[src/sv/wss_pkg.sv]
// ----------------------------------------------------------------------------
// wss_pkg: shared types and constants of the weighted slice statistics core
// Holds the sequencer state encoding and the fixed field widths.
// ----------------------------------------------------------------------------
package wss_pkg;

  localparam int XW   = 16;
  localparam int WW   = 16;
  localparam int SUMW = 40;
  localparam int TOTW = 24;
  localparam int SPW  = 64;

  localparam logic [TOTW-1:0] TOTAL_MAX = {TOTW{1'b1}};

  typedef enum logic [9:0] {
    ST_COLLECT = 10'b0000000001,
    ST_MEAN    = 10'b0000000010,
    ST_MEANFIX = 10'b0000000100,
    ST_SPREAD  = 10'b0000001000,
    ST_SPDRAIN = 10'b0000010000,
    ST_QDIV    = 10'b0000100000,
    ST_SQRT    = 10'b0001000000,
    ST_ERRM    = 10'b0010000000,
    ST_ERRS    = 10'b0100000000,
    ST_EMIT    = 10'b1000000000
  } state_t;

endpackage

[src/sv/wss_divider.sv]
// ----------------------------------------------------------------------------
// wss_divider: restoring divider, one quotient bit per cycle
// Divides a 64-bit unsigned numerator by a 24-bit unsigned denominator.
// ----------------------------------------------------------------------------
module wss_divider
  import wss_pkg::*;
(
  input  logic            clk,
  input  logic            rst,
  input  logic            go,
  input  logic [SPW-1:0]  num,
  input  logic [TOTW-1:0] den,
  output logic            done,
  output logic [SPW-1:0]  quo
);

  logic [SPW-1:0]  q;
  logic [TOTW:0]   rem;
  logic [TOTW-1:0] d;
  logic [6:0]      cnt;
  logic            run;
  logic [TOTW+1:0] trial;
  logic [TOTW+1:0] diff;

  assign trial = {rem, q[SPW-1]};
  assign diff  = trial - {2'b00, d};

  always_ff @(posedge clk) begin
    if (rst) begin
      run  <= 1'b0;
      done <= 1'b0;
    end else begin
      done <= 1'b0;
      if (go) begin
        run <= 1'b1;
        cnt <= 7'd0;
        q   <= num;
        rem <= '0;
        d   <= den;
      end else if (run) begin
        // shift in one numerator bit, subtract when it fits
        if (trial >= {2'b00, d}) begin
          rem <= diff[TOTW:0];
          q   <= {q[SPW-2:0], 1'b1};
        end else begin
          rem <= trial[TOTW:0];
          q   <= {q[SPW-2:0], 1'b0};
        end
        cnt <= cnt + 7'd1;
        if (cnt == 7'(SPW - 1)) begin
          run  <= 1'b0;
          done <= 1'b1;
        end
      end
    end
  end

  assign quo = q;

endmodule

[config.mk]
export PLATFORM = sky130hd
export DESIGN_NAME = wss_divider
export DESIGN_NICKNAME = d
export VERILOG_FILES = /design/src/sv/wss_pkg.sv /design/src/sv/wss_divider.sv
export SDC_FILE = /design/constraint.sdc
export NUM_CORES = 1
export LEC_CHECK = 0
export BUFFER_PORTS_ARGS = -buffer_cell sky130_fd_sc_hd__buf_4
export CORE_ASPECT_RATIO = 1.4
export CORE_UTILIZATION = 40
export CTS_CLUSTER_SIZE = 30
export DETAILED_ROUTE_END_ITERATION = 12
export HOLD_SLACK_MARGIN = 0.06
export PLACE_DENSITY = 0.69
export SYNTH_ARGS = -nofsm -noshare
export SYNTH_HDL_FRONTEND = slang
export SYNTH_SLANG_ARGS = --single-unit
[constraint.sdc]
create_clock -name clk -period 7.8 [get_ports clk]
set_clock_uncertainty 0.05 [all_clocks]
set_input_delay 1.17 -clock clk [delete_from_list [all_inputs] [get_ports clk]]
set_output_delay 1.17 -clock clk [all_outputs]
set_load 0.05 [all_outputs]
## Word level (Yosys, flattened, before mapping)

Index checks and enable logic that the tools add are counted.

- Register bits after elaboration: 122
- Input bits: 91

- $add $sub $neg: 2
- Order comparisons: 1
- Eq/ne operators: 1
- Multiplexer cells: 10
- Bitwise logic cells: 2
- Reduce and logical (&&, ||, !) cells: 4

Operator list:

| operator | number |
|---|---|
| 2-to-1 mux 64 bit | 2 |
| 2-to-1 mux 25 bit | 2 |
| >= comparator 26 x 24 -> 1 bit | 1 |
| subtractor 25 x 24 -> 25 bit | 1 |
| adder 7 x 1 -> 7 bit (second input constant) | 1 |
| equality test 7 x 6 -> 1 bit (second input constant) | 1 |
| 2-to-1 mux 7 bit | 1 |
| 2-to-1 mux 1 bit | 5 |
| AND reduction 2 bit | 2 |
| OR reduction 3 bit | 1 |
| NOT 1 bit | 2 |
| nonzero test 2 bit | 1 |

## Longest topological paths before layout

Gate-level depths: netlist (run 1).

- Depth in word-level cells: 4
- Gate-level depth with buffers: 13

## Worst setup path after synthesis (run 1)

OpenSTA, ideal clock, no wires.

- Kind: input-to-reg
- Start point: input port go
- End point: register cnt[0] (enable)
- Setup time: 0.553 ns
- Arrival: 5.612 ns
- Required time: 7.197 ns
- Path slack: 1.585 ns
- Cell stages on the path: 3
- Cell sequence: clkbuf_1 -> nor2_1 -> nor2_1

- Longest elaborated chain between the ends: 2

RTL lines:

| element | line | source |
|---|---|---|
| start: declaration | wss_divider.sv:10 | `input logic go,` |
| nonzero test 2 bit (no source line) | - |  |
| AND reduction 2 bit (no source line) | - |  |
| end signal: assignment | wss_divider.sv:49 | `cnt <= cnt + 7'd1;` |
| end: declaration | wss_divider.sv:20 | `logic [6:0] cnt;` |

Every way passes these cells.
A chain may end at the register's enable or synchronous reset.

## Worst setup path after layout (run 1)

- Start point: register q[63], in the netlist quo[63]
- End point: register q[0], in the netlist quo[0] (data pin)

- Longest elaborated chain between the ends: 4

RTL lines:

| element | line | source |
|---|---|---|
| start: declaration | wss_divider.sv:17 | `logic [SPW-1:0] q;` |
| start signal: assignment | wss_divider.sv:37 | `q <= num;` |
| start signal: assignment | wss_divider.sv:44 | `q <= {q[SPW-2:0], 1'b1};` |
| start signal: assignment | wss_divider.sv:47 | `q <= {q[SPW-2:0], 1'b0};` |
| >= comparator 26 x 24 -> 1 bit | wss_divider.sv:42 | `if (trial >= {2'b00, d}) begin` |
| 2-to-1 mux 1 bit | wss_divider.sv:42 |  |
| 2-to-1 mux 64 bit | wss_divider.sv:40 | `end else if (run) begin` |
| 2-to-1 mux 64 bit | wss_divider.sv:34 | `if (go) begin` |

Every way passes these cells. The select of a mux whose other input is x is not followed.

==> flow_summary.yaml, run 1 <==
status:
  outcome: "completed"
sta:
  fin_crit_sh_pct: 47.70
  hold_violations: 0
  maxSlewHeadroom_pct: 34.63
  clock.fmax_mhz: 268.8
  setup_viol_count_final: 0
  worstMarginPinSlew_ns: 0.9768
  drv_slew: 0
  final.setup.tns_ns: 0
  period_needed_ns: 3.720
  rsz0062_at_grt: "false"
synth:
  synthXorXnorAreaFrac_pct: 2.774
  synth-edff-count: 120
  synth_seq_cells: 122
  syn-num-nets: 610
  synth_top_family_by_area: "multiplexers"
  syn_inst: 493
  yosys.area_share.simple_pct: 9.055
  ys.flop_type: "edfxtp_1"
  netlist_area_um2: 6315
  yosys_warnings: 0
  synth_area_per_cell_um2: 12.81
  synth_compound_area_share_pct: 9.332
  yosysSeqAreaShare_pct: 57.70
  synth_mux_area_share_pct: 12.44
  synth_cell_type_count: 54
  synthArstFlopShare_pct: 0
  synth_fa_ha_area_share_pct: 5.270
critical_path:
  path_max_fanout: 37
  setup.worst_path.end: "quo[0]"
  crit_cells: 11
  crit_family: "compound AO/OA/AOI/OAI gates"
  ff2ff_path_depth: 11
  cp_cell_sequence: "inv_1 -> ha_1 -> inv_1 -> fa_1 -> a21o_1 -> a221o_1 -> a211oi_2 -> nor3_1 -> o21ai_4 -> inv_4 -> mux2_2"
  crit_type: "flip-flop to flip-flop"
  regToRegEndpoint: "quo[0]"
  worstPathRequired_ns: 7.91
  slowest_delay_ns: 0.79
  path_buf_inv: 3
  cp_common_cell: "inv_1"
  cp.arrival_ns: 3.83
  rr_startpoint: "quo[63]"
  worst_setup_path_end_kind: "flip-flop"
  start_kind: "flip-flop"
  crit_slowest_cell: "o21ai_4"
  startpoint: "quo[63]"
  r2r_slack_ns: 4.08
power:
  clkPwrFrac_pct: 38.7
  irDropWorstVdd_mv: 0.1642
  p_switching_uw: 613.4
  powerDensity_nw_per_um2: 254.5
  leakage_nw: 3.372
  seq_power_share_pct: 38.9
  swShare_pct: 29.22
  p_int_mw: 1.486
  combPwrFrac_pct: 22.4
global_route:
  grt_overflow: 0
  grt_pass1_vias: 4705
  antenna_found_initial: 0
  grtUsageTotal_pct: 18.71
  grt_first_pass_wirelength_um: 23060
  grt_max_degree: 82
detailed_routing:
  avgRoutedWirePerCell_um: 16.89
  drt_iter0_markers: 234
  drc_errors: 0
  vias: 4508
  drt-total-wl_um: 14490
  antenna_left: 0
  dr.pass1.iters: 4
  via_per_inst: 5.254
place:
  dpl.hpwl_um: 10190
  numPortBuffers: 155
  dpl_cell_area_um2: 7647
  gp_congestion: 0.8347
job:
  maxCapViolCount: 0
floorplan:
  boundaryPins: 156
  dieArea_um2: 16300
  rows: 54
  core_area_um2: 15540
  start_util_pct: 40.64
  die_h_um: 150.7
  die_w_um: 108.2
clocking:
  clk_latency_ns: 0.41
  post_cts_buffers: 0
  ctsRootBufferMaster: "clkbuf_16"
  ctsLongestPathBuffers: 2
  numCtsBuffers: 17
  cts_hold_buffers: 0
  cts_htree_levels: 4
  cts_resized: 0
  clock_sinks: 122
  tritoncts: "yes"
  clkTransAtPathRegs_ns: 0.06
layout:
  fillCellCount: 1361
  seq_area_um2: 3643
  final_net_count: 766
  n_antenna_cell: 0
  drive_gt1_share_pct: 40.33
  design_area_um2: 8249
  multiInputGateArea_um2: 2465
  area_growth_syn_to_layout_pct: 30.63
min_path:
  hold_class: "flip-flop to flip-flop"
cells by family (layout without fill, tap and decap cells):
kind of cell / Yosys count / after routing
simple gates: 116 / 116
fa+ha+maj: 26 / 26
buf+inv: 49 / 218
flops: 122 / 122
mux: 70 / 70
compound gates: 90 / 90
xor+xnor: 20 / 20
layout by cell type (no fill, tap or decap), types with 12 or more instances in the layout:
cell,netlist,routed
buf_4,0,158
edfxtp_1,120,120
mux2_2,64,64
nor2_1,42,41
a21oi_1,38,38
nand2_1,28,28
inv_1,27,27
ha_1,25,25
clkbuf_16,0,17
a21o_1,12,12
xnor2_1,12,12
flip-flops by register name, summed over array words and instances (netlist names):
register	cells
rem	25
cnt	7
done	1
d	24
quo	64
run	1
layout make-up:
class                           instances  area share, %
Sequential cell                       122          44.17
Multi-Input combinational cell        322          29.88
Timing Repair Buffer                  158          14.38
Clock buffer                           18          5.202
Tap cell                              196          2.973
Clock inverter                         14          2.093
Inverter                               28          1.304
metrics by stage:
step / setup WS [ns] / instances / utilization [%] / total power, mW / hold slack [ns]
floorplan: 1.585 / 493 / - / 1.174 / 0.4100
global placement: 4.159 / 826 / 49.21 / 1.286 / 0.4185
detailed placement: 4.086 / 826 / 49.21 / 1.298 / 0.4234
CTS: 4.062 / 858 / 53.08 / 2.113 / 0.4380
global route: 3.866 / 858 / 53.08 / 2.185 / 0.4447
finish: 4.080 / 858 / 53.08 / 2.099 / 0.4354
worst min path at each step:
stage	startpoint	to	slack [ns]	depth (start not counted)
finish	run	done	0.44	1
CTS	run	done	0.44	1
floorplan	run	done	0.41	1
detailed placement	run	done	0.42	1
global placement	run	done	0.42	1
global route	run	done	0.44	1
power by group through the flow:
| stage | logic [mW] | registers [mW] | clock network (mW) |
|---|---|---|---|
| finish | 0.470 | 0.817 | 0.813 |
| global route | 0.512 | 0.823 | 0.850 |
| CTS | 0.471 | 0.817 | 0.825 |
| detailed placement | 0.469 | 0.829 | 0 |
| global placement | 0.458 | 0.828 | 0 |
| floorplan | 0.274 | 0.900 | 0 |
routing by layer:
layer  part of all wire, %  up-vias  GRT usage (%)
met5                     0        -              0
met2                    50      169          31.11
li1                      -     2145              -
met3                   8.9       29          8.398
met4                   2.4        0          7.808
met1                    39     2165          20.55
worst register-to-register path: cells and delay by family, from the launching register on:
family          cells  cell delay, ns
simple gates        1            0.14
flops               1            0.41
compound gates      4            1.67
fa+ha+maj           2            0.57
buf+inv             3            0.32
mux                 1            0.32
cells in the mapped netlist (2+ instances only):
cell type,number,area share [%]
edfxtp_1,120,57
mux2_2,64,11
nor2_1,42,2.5
a21oi_1,38,3.0
nand2_1,28,1.7
inv_1,27,1.6
ha_1,25,5.0
a21o_1,12,1.4
xnor2_1,12,1.7
nand3_1,9,0.71
o21ai_0,8,0.63
xor2_1,8,1.1
clkbuf_1,7,0.42
and3_1,5,0.50
buf_1,5,0.30
buf_2,5,0.40
mux2i_1,5,0.79
nand4_1,5,0.50
nor2b_1,5,0.50
nor3_1,5,0.40
or3_1,5,0.50
o21a_1,4,0.48
o21ai_1,4,0.32
buf_6,3,0.53
nand3b_1,3,0.36
o21bai_1,3,0.36
a211oi_1,2,0.24
a221o_1,2,0.32
a31oi_1,2,0.20
dfxtp_1,2,0.63
nand2b_1,2,0.20
o311ai_0,2,0.28
o31a_1,2,0.28
o31ai_1,2,0.24
Power figures use the tool's default switching activity.
==> run 2: changes to the inputs <==
--- a/config.mk
+++ b/config.mk
@@ -11,7 +11,7 @@
 export CTS_CLUSTER_SIZE = 30
 export DETAILED_ROUTE_END_ITERATION = 12
 export HOLD_SLACK_MARGIN = 0.06
-export PLACE_DENSITY = 0.69
+export PLACE_DENSITY = 0.71
 export SYNTH_ARGS = -nofsm -noshare
 export SYNTH_HDL_FRONTEND = slang
 export SYNTH_SLANG_ARGS = --single-unit
==> constraint.sdc (replaced) <==
create_clock -name clk -period 3.2 [get_ports clk]
set_clock_uncertainty 0.05 [all_clocks]
set_input_delay 0.48 -clock clk [delete_from_list [all_inputs] [get_ports clk]]
set_output_delay 0.48 -clock clk [all_outputs]
set_load 0.05 [all_outputs]
==> run 2 against run 1 <==
Worst setup slack got worse by 4.0 ns. Hold slack got worse by 0.24 ns. Core utilization rose by 0.72 points. Critical path type unchanged. Critical endpoint is now rem[24].
==> flow_summary.yaml, run 2 (synthesized netlist as in run 1, its figures left out) <==
status:
  outcome: "completed"
sta:
  period_needed_ns: 3.081
  final.setup.tns_ns: 0
  worstMarginPinSlew_ns: 0.5835
  layout_setup_ws_ns: 0.1185
  fin_crit_sh_pct: 96.30
  clock.fmax_mhz: 324.5
  hold_violations: 0
  setup_viol_count_final: 0
  maxSlewHeadroom_pct: 61.10
  drv_slew: 0
global_route:
  grt_first_pass_wirelength_um: 22740
  grtUsageMet1_pct: 20.16
  grt_pass1_vias: 4687
  grt_overflow: 0
  use_met3_pct: 7.489
  met2_usage_pct: 31.24
  grt.busiest_layer: "met2"
  antenna_found_initial: 0
  grt_max_degree: 98
  grtUsageTotal_pct: 18.37
critical_path:
  cp.arrival_ns: 3.20
  crit_type: "flip-flop to flip-flop"
  worstPathRequired_ns: 3.31
  start_kind: "flip-flop"
  r2r_slack_ns: 0.12
  worst_setup_path_end_kind: "flip-flop"
  regToRegEndpoint: "rem[24]"
  startpoint: "quo[63]"
  rr_startpoint: "quo[63]"
  path_max_fanout: 7
  ff2ff_path_depth: 12
layout:
  largest_reg_flops: 64
  layoutNonFillerInstCount: 871
  n_antenna_cell: 0
  layout_common_cells: "168 x buf_4, 120 x edfxtp_1, 64 x mux2_2, 41 x nor2_1, 38 x a21oi_1"
  final_net_count: 779
  drive_gt1_share_pct: 42.07
  fillCellCount: 1330
  area_growth_syn_to_layout_pct: 32.42
  final_common_cell: "buf_4"
detailed_routing:
  dr.pass1.iters: 4
  drc_errors: 0
  via_per_inst: 5.185
  avgRoutedWirePerCell_um: 16.53
  vias: 4516
  drt_iter0_markers: 235
  antenna_left: 0
  drt-total-wl_um: 14400
floorplan:
  die_h_um: 150.7
  dieArea_um2: 16300
  start_util_pct: 40.64
  core_area_um2: 15540
  boundaryPins: 156
  rows: 54
  die_w_um: 108.2
power:
  powerDensity_nw_per_um2: 603.7
  power_mw: 5.048
  leakage_nw: 3.440
  irDropWorstVdd_mv: 0.4790
clocking:
  cts_hold_buffers: 0
  numCtsBuffers: 17
  tritoncts: "yes"
  ctsRootBufferMaster: "clkbuf_16"
  clk_latency_ns: 0.41
  ctsLongestPathBuffers: 2
  cts_htree_levels: 4
  clock_sinks: 122
  clkTransAtPathRegs_ns: 0.06
job:
  maxCapViolCount: 0
place:
  numPortBuffers: 155
  dpl.cell_count: 832
  dp_slack_ns: 0.06936
  dpl.hpwl_um: 10230
  gp_congestion: 0.8183
min_path:
  hp-start: "den[21]"
  hold_class: "input pin to flip-flop"
  hold-path-endpoint: "d[21]"
  hold_path_depth: 1
run 2: power by group:
group	total, mW	internal, mW	switching [mW]
Combinational	1.22	0.517	0.698
Sequential	1.99	1.92	0.0636
Clock	1.84	1.09	0.758
Total	5.05	3.53	1.52
run 2: metal layers:
metal / routed length (µm) / up-vias
li1: - / 2175
met2: 7323 / 161
met1: 5598 / 2158
met4: 268 / 0
met5: 0 / -
met3: 1206 / 22
run 2: worst max-delay path by stage:
stage	end	slack, ns	cells after the start
3_5_place_dp	rem[1]	0.07	12
2_1_floorplan	rem[24]	0.02	11
5_1_grt	rem[24]	-0.003	12
4_1_cts	rem[1]	0.04	12
3_3_place_gp	rem[24]	0.18	12
6_report	rem[24]	0.12	12
run 2: worst max-delay path, stage by stage, from the launching register on:
cell	delay [ns]
edfxtp_1	0.41
inv_1	0.08
ha_2	0.18
inv_2	0.04
fa_2	0.35
a21o_1	0.17
a221o_1	0.38
a211oi_2	0.34
nor3_2	0.09
o21ai_4	0.23
buf_12	0.16
a2111oi_2	0.05
mux2_4	0.30
run 2: final cells by class:
cell class / count / area [µm²] / share of cell area (%)
inverter: 28 / 107.6 / 1.287
clock inverter: 14 / 140.1 / 1.676
timing repair buffer: 171 / 1321 / 15.80
sequential: 122 / 3643 / 43.57
multi-input combinational: 322 / 2475 / 29.60
clock buffer: 18 / 429.2 / 5.132
tap: 196 / 245.2 / 2.933
run 2: timing repair:
| action | in CTS | in global routing |
|---|---|---|
| setup endpoints to repair | 0 | 14 |
| buffers inserted | 0 | 7 |
| gates resized for setup | 0 | 9 |
run 2: metrics by stage:
step           hold WS, ns  util, %  cell area [µm²]
4_1_cts             0.1790    53.33             8287
2_1_floorplan       0.4100        -             6322
3_5_place_dp        0.4345    49.66             7717
3_3_place_gp        0.4221    49.66             7717
6_report            0.1928    53.81             8362
5_1_grt             0.1769    53.81             8362
==> run 3: changes to the inputs <==
--- a/config.mk
+++ b/config.mk
@@ -8,7 +8,7 @@
 export BUFFER_PORTS_ARGS = -buffer_cell sky130_fd_sc_hd__buf_4
 export CORE_ASPECT_RATIO = 1.4
 export CORE_UTILIZATION = 40
-export CTS_CLUSTER_SIZE = 30
+export CTS_CLUSTER_SIZE = 8
 export DETAILED_ROUTE_END_ITERATION = 12
 export HOLD_SLACK_MARGIN = 0.06
 export PLACE_DENSITY = 0.71
==> constraint.sdc (replaced) <==
create_clock -name clk -period 3.2 [get_ports clk]
set_clock_uncertainty 0.05 [all_clocks]
set_input_delay 0.16 -clock clk [delete_from_list [all_inputs] [get_ports clk]]
set_output_delay 0.16 -clock clk [all_outputs]
set_load 0.05 [all_outputs]
==> run 3 against run 2 <==
Critical path depth increased by 1. Worst setup slack better by 0.026 ns. Sequential cell count did not move. Sequential share of layout area down 4.5 points. Register-to-register slack better by 0.03 ns. Die area unchanged. Maximum frequency up 0.86%. Largest cell class unchanged.
==> flow_summary.yaml, run 3 (synthesized netlist as in run 1, its figures left out) <==
status:
  outcome: "completed"
critical_path:
  regToRegEndpoint: "rem[1]"
  slowest_delay_ns: 0.38
  worstPathRequired_ns: 3.31
  crit_cells: 13
  crit_slowest_cell: "edfxtp_1"
  worst_setup_path_end_kind: "flip-flop"
  rr_startpoint: "quo[63]"
  crit_type: "flip-flop to flip-flop"
  cp_cell_sequence: "inv_1 -> ha_2 -> inv_2 -> fa_2 -> a21o_1 -> a221o_1 -> a211oi_2 -> nor3_2 -> o21ai_4 -> buf_4 -> buf_12 -> mux2i_2 -> nor2_1"
  path_max_fanout: 10
  cp.arrival_ns: 3.17
  path_buf_inv: 4
  start_kind: "flip-flop"
  crit_family: "compound AO/OA/AOI/OAI gates"
  ff2ff_path_depth: 13
  r2r_slack_ns: 0.14
floorplan:
  die_h_um: 150.7
  boundaryPins: 156
  dieArea_um2: 16300
  die_w_um: 108.2
  core_area_um2: 15540
  rows: 54
  start_util_pct: 40.64
clocking:
  cts_htree_levels: 4
  numCtsBuffers: 17
  ctsLongestPathBuffers: 2
  clock_sinks: 122
  clkTransAtPathRegs_ns: 0.06
  ctsRootBufferMaster: "clkbuf_16"
  tritoncts: "yes"
  clk_latency_ns: 0.41
layout:
  layout_common_cells: "169 x buf_4, 120 x edfxtp_1, 89 x dlygate4sd3_1, 64 x mux2_2, 41 x nor2_1"
  multiInputGateArea_um2: 2487
  seq_area_um2: 3643
  final_common_cell: "buf_4"
  area_growth_syn_to_layout_pct: 47.71
  drive_gt1_share_pct: 37.68
  final_net_count: 871
  fillCellCount: 1191
  largest_reg_flops: 64
place:
  dpl.hpwl_um: 10590
  gp_congestion: 0.8468
  numPortBuffers: 155
  dp_slack_ns: 0.1490
global_route:
  grtUsageTotal_pct: 21.14
  grt_pass1_vias: 5214
  antenna_found_initial: 1
  grt_overflow: 0
  grt_first_pass_wirelength_um: 25930
  grt_max_degree: 56
power:
  power_mw: 5.311
  combPwrFrac_pct: 25.3
  seq_power_share_pct: 37.6
  powerDensity_nw_per_um2: 569.4
  irDropWorstVdd_mv: 0.3654
  clkPwrFrac_pct: 37.1
  p_switching_mw: 1.556
  p_int_mw: 3.755
  leakage_nw: 3.849
  swShare_pct: 29.30
detailed_routing:
  via_per_inst: 5.201
  antenna_left: 0
  avgRoutedWirePerCell_um: 17.41
  drt-total-wl_um: 16790
  dr.pass1.iters: 5
  vias: 5014
  drc_errors: 0
  drt_iter0_markers: 195
min_path:
  hold_class: "input pin to flip-flop"
  hold_path_depth: 2
  hold-path-endpoint: "done"
  hp-start: "go"
sta:
  drv_slew: 0
  hold_violations: 0
  setup_viol_count_final: 0
  maxSlewHeadroom_pct: 71.46
  fin_crit_sh_pct: 95.48
  period_needed_ns: 3.055
  hold_slack_ns: 0.2229
  layout_setup_ws_ns: 0.1447
  clock.fmax_mhz: 327.3
  worstMarginPinSlew_ns: 0.4280
job:
  maxCapViolCount: 0
-- run 3: changes by cell type in the layout (fill, tap and decap cells not counted), sizes merged --
| cell | change |
|---|---|
| diode | +1 |
| inv | -2 |
| buf | +2 |
| clkbuf | +1 |
| dlygate4sd3 | +89 |
| bufinv | +2 |
-- run 3: layer usage --
| metal | share of wire (%) | vias to the layer above | wire, µm | GRT usage (%) |
|---|---|---|---|---|
| met3 | 7.5 | 25 | 1260 | 6.970 |
| met2 | 53 | 228 | 8887 | 37.55 |
| met5 | 0 | - | 0 | 0 |
| met1 | 38 | 2403 | 6346 | 23.29 |
| met4 | 1.7 | 0 | 293 | 7.466 |
| li1 | - | 2358 | - | - |
-- run 3: power by group through the flow --
stage / Combinational [mW] / Clock, mW / Sequential (mW)
6_report: 1.34 / 1.97 / 1.99
5_1_grt: 1.45 / 2.06 / 2.01
4_1_cts: 1.27 / 1.99 / 1.99
3_5_place_dp: 1.17 / 0 / 2.02
3_3_place_gp: 1.15 / 0 / 2.02
2_1_floorplan: 0.671 / 0 / 2.19
-- run 3: timing repair --
action / in CTS / in global routing
setup endpoints to repair: 0 / 11
buffers inserted: 0 / 6
endpoints found under the hold margin: 90 / 0
gates resized for setup: 0 / 8
hold buffers: 89 / 0
-- run 3: how the worst max path moves through the flow --
stage | startpoint | end
2_1_floorplan | quo[63] | rem[24]
3_3_place_gp | quo[63] | rem[22]
3_5_place_dp | quo[63] | rem[18]
4_1_cts | quo[63] | rem[0]
5_1_grt | quo[63] | rem[0]
6_report | quo[63] | rem[1]
-- run 3: area by class of cell --
cell class	instances	share of cell area (%)
Clock buffer	18	4.601
Timing Repair Buffer	263	24.02
Multi-Input combinational cell	322	26.67
Inverter	28	1.154
Sequential cell	122	39.06
Antenna cell	1	0.02683
Clock inverter	14	1.838
Tap cell	196	2.629
-- run 3: metrics by stage --
step / utilization [%] / setup TNS [ns] / cell area (µm²) / std cells
6_report: 60.02 / 0 / 9328 / 964
5_1_grt: 60.02 / -0.01127 / 9328 / 964
4_1_cts: 59.36 / 0 / 9224 / 955
3_5_place_dp: 49.76 / 0 / 7732 / 834
3_3_place_gp: 49.76 / 0 / 7732 / 834
2_1_floorplan: - / 0 / 6322 / 493
-- run 3: worst reg2reg max path, delay by kind of cell (launching register included) --
kind | cells | cell delay, ns
buffers and inverters | 4 | 0.42
AOI/OAI and AO/OA | 4 | 1.06
and+or+nand+nor | 2 | 0.16
adders and majority gates | 2 | 0.53
DFF | 1 | 0.38
muxes | 1 | 0.21
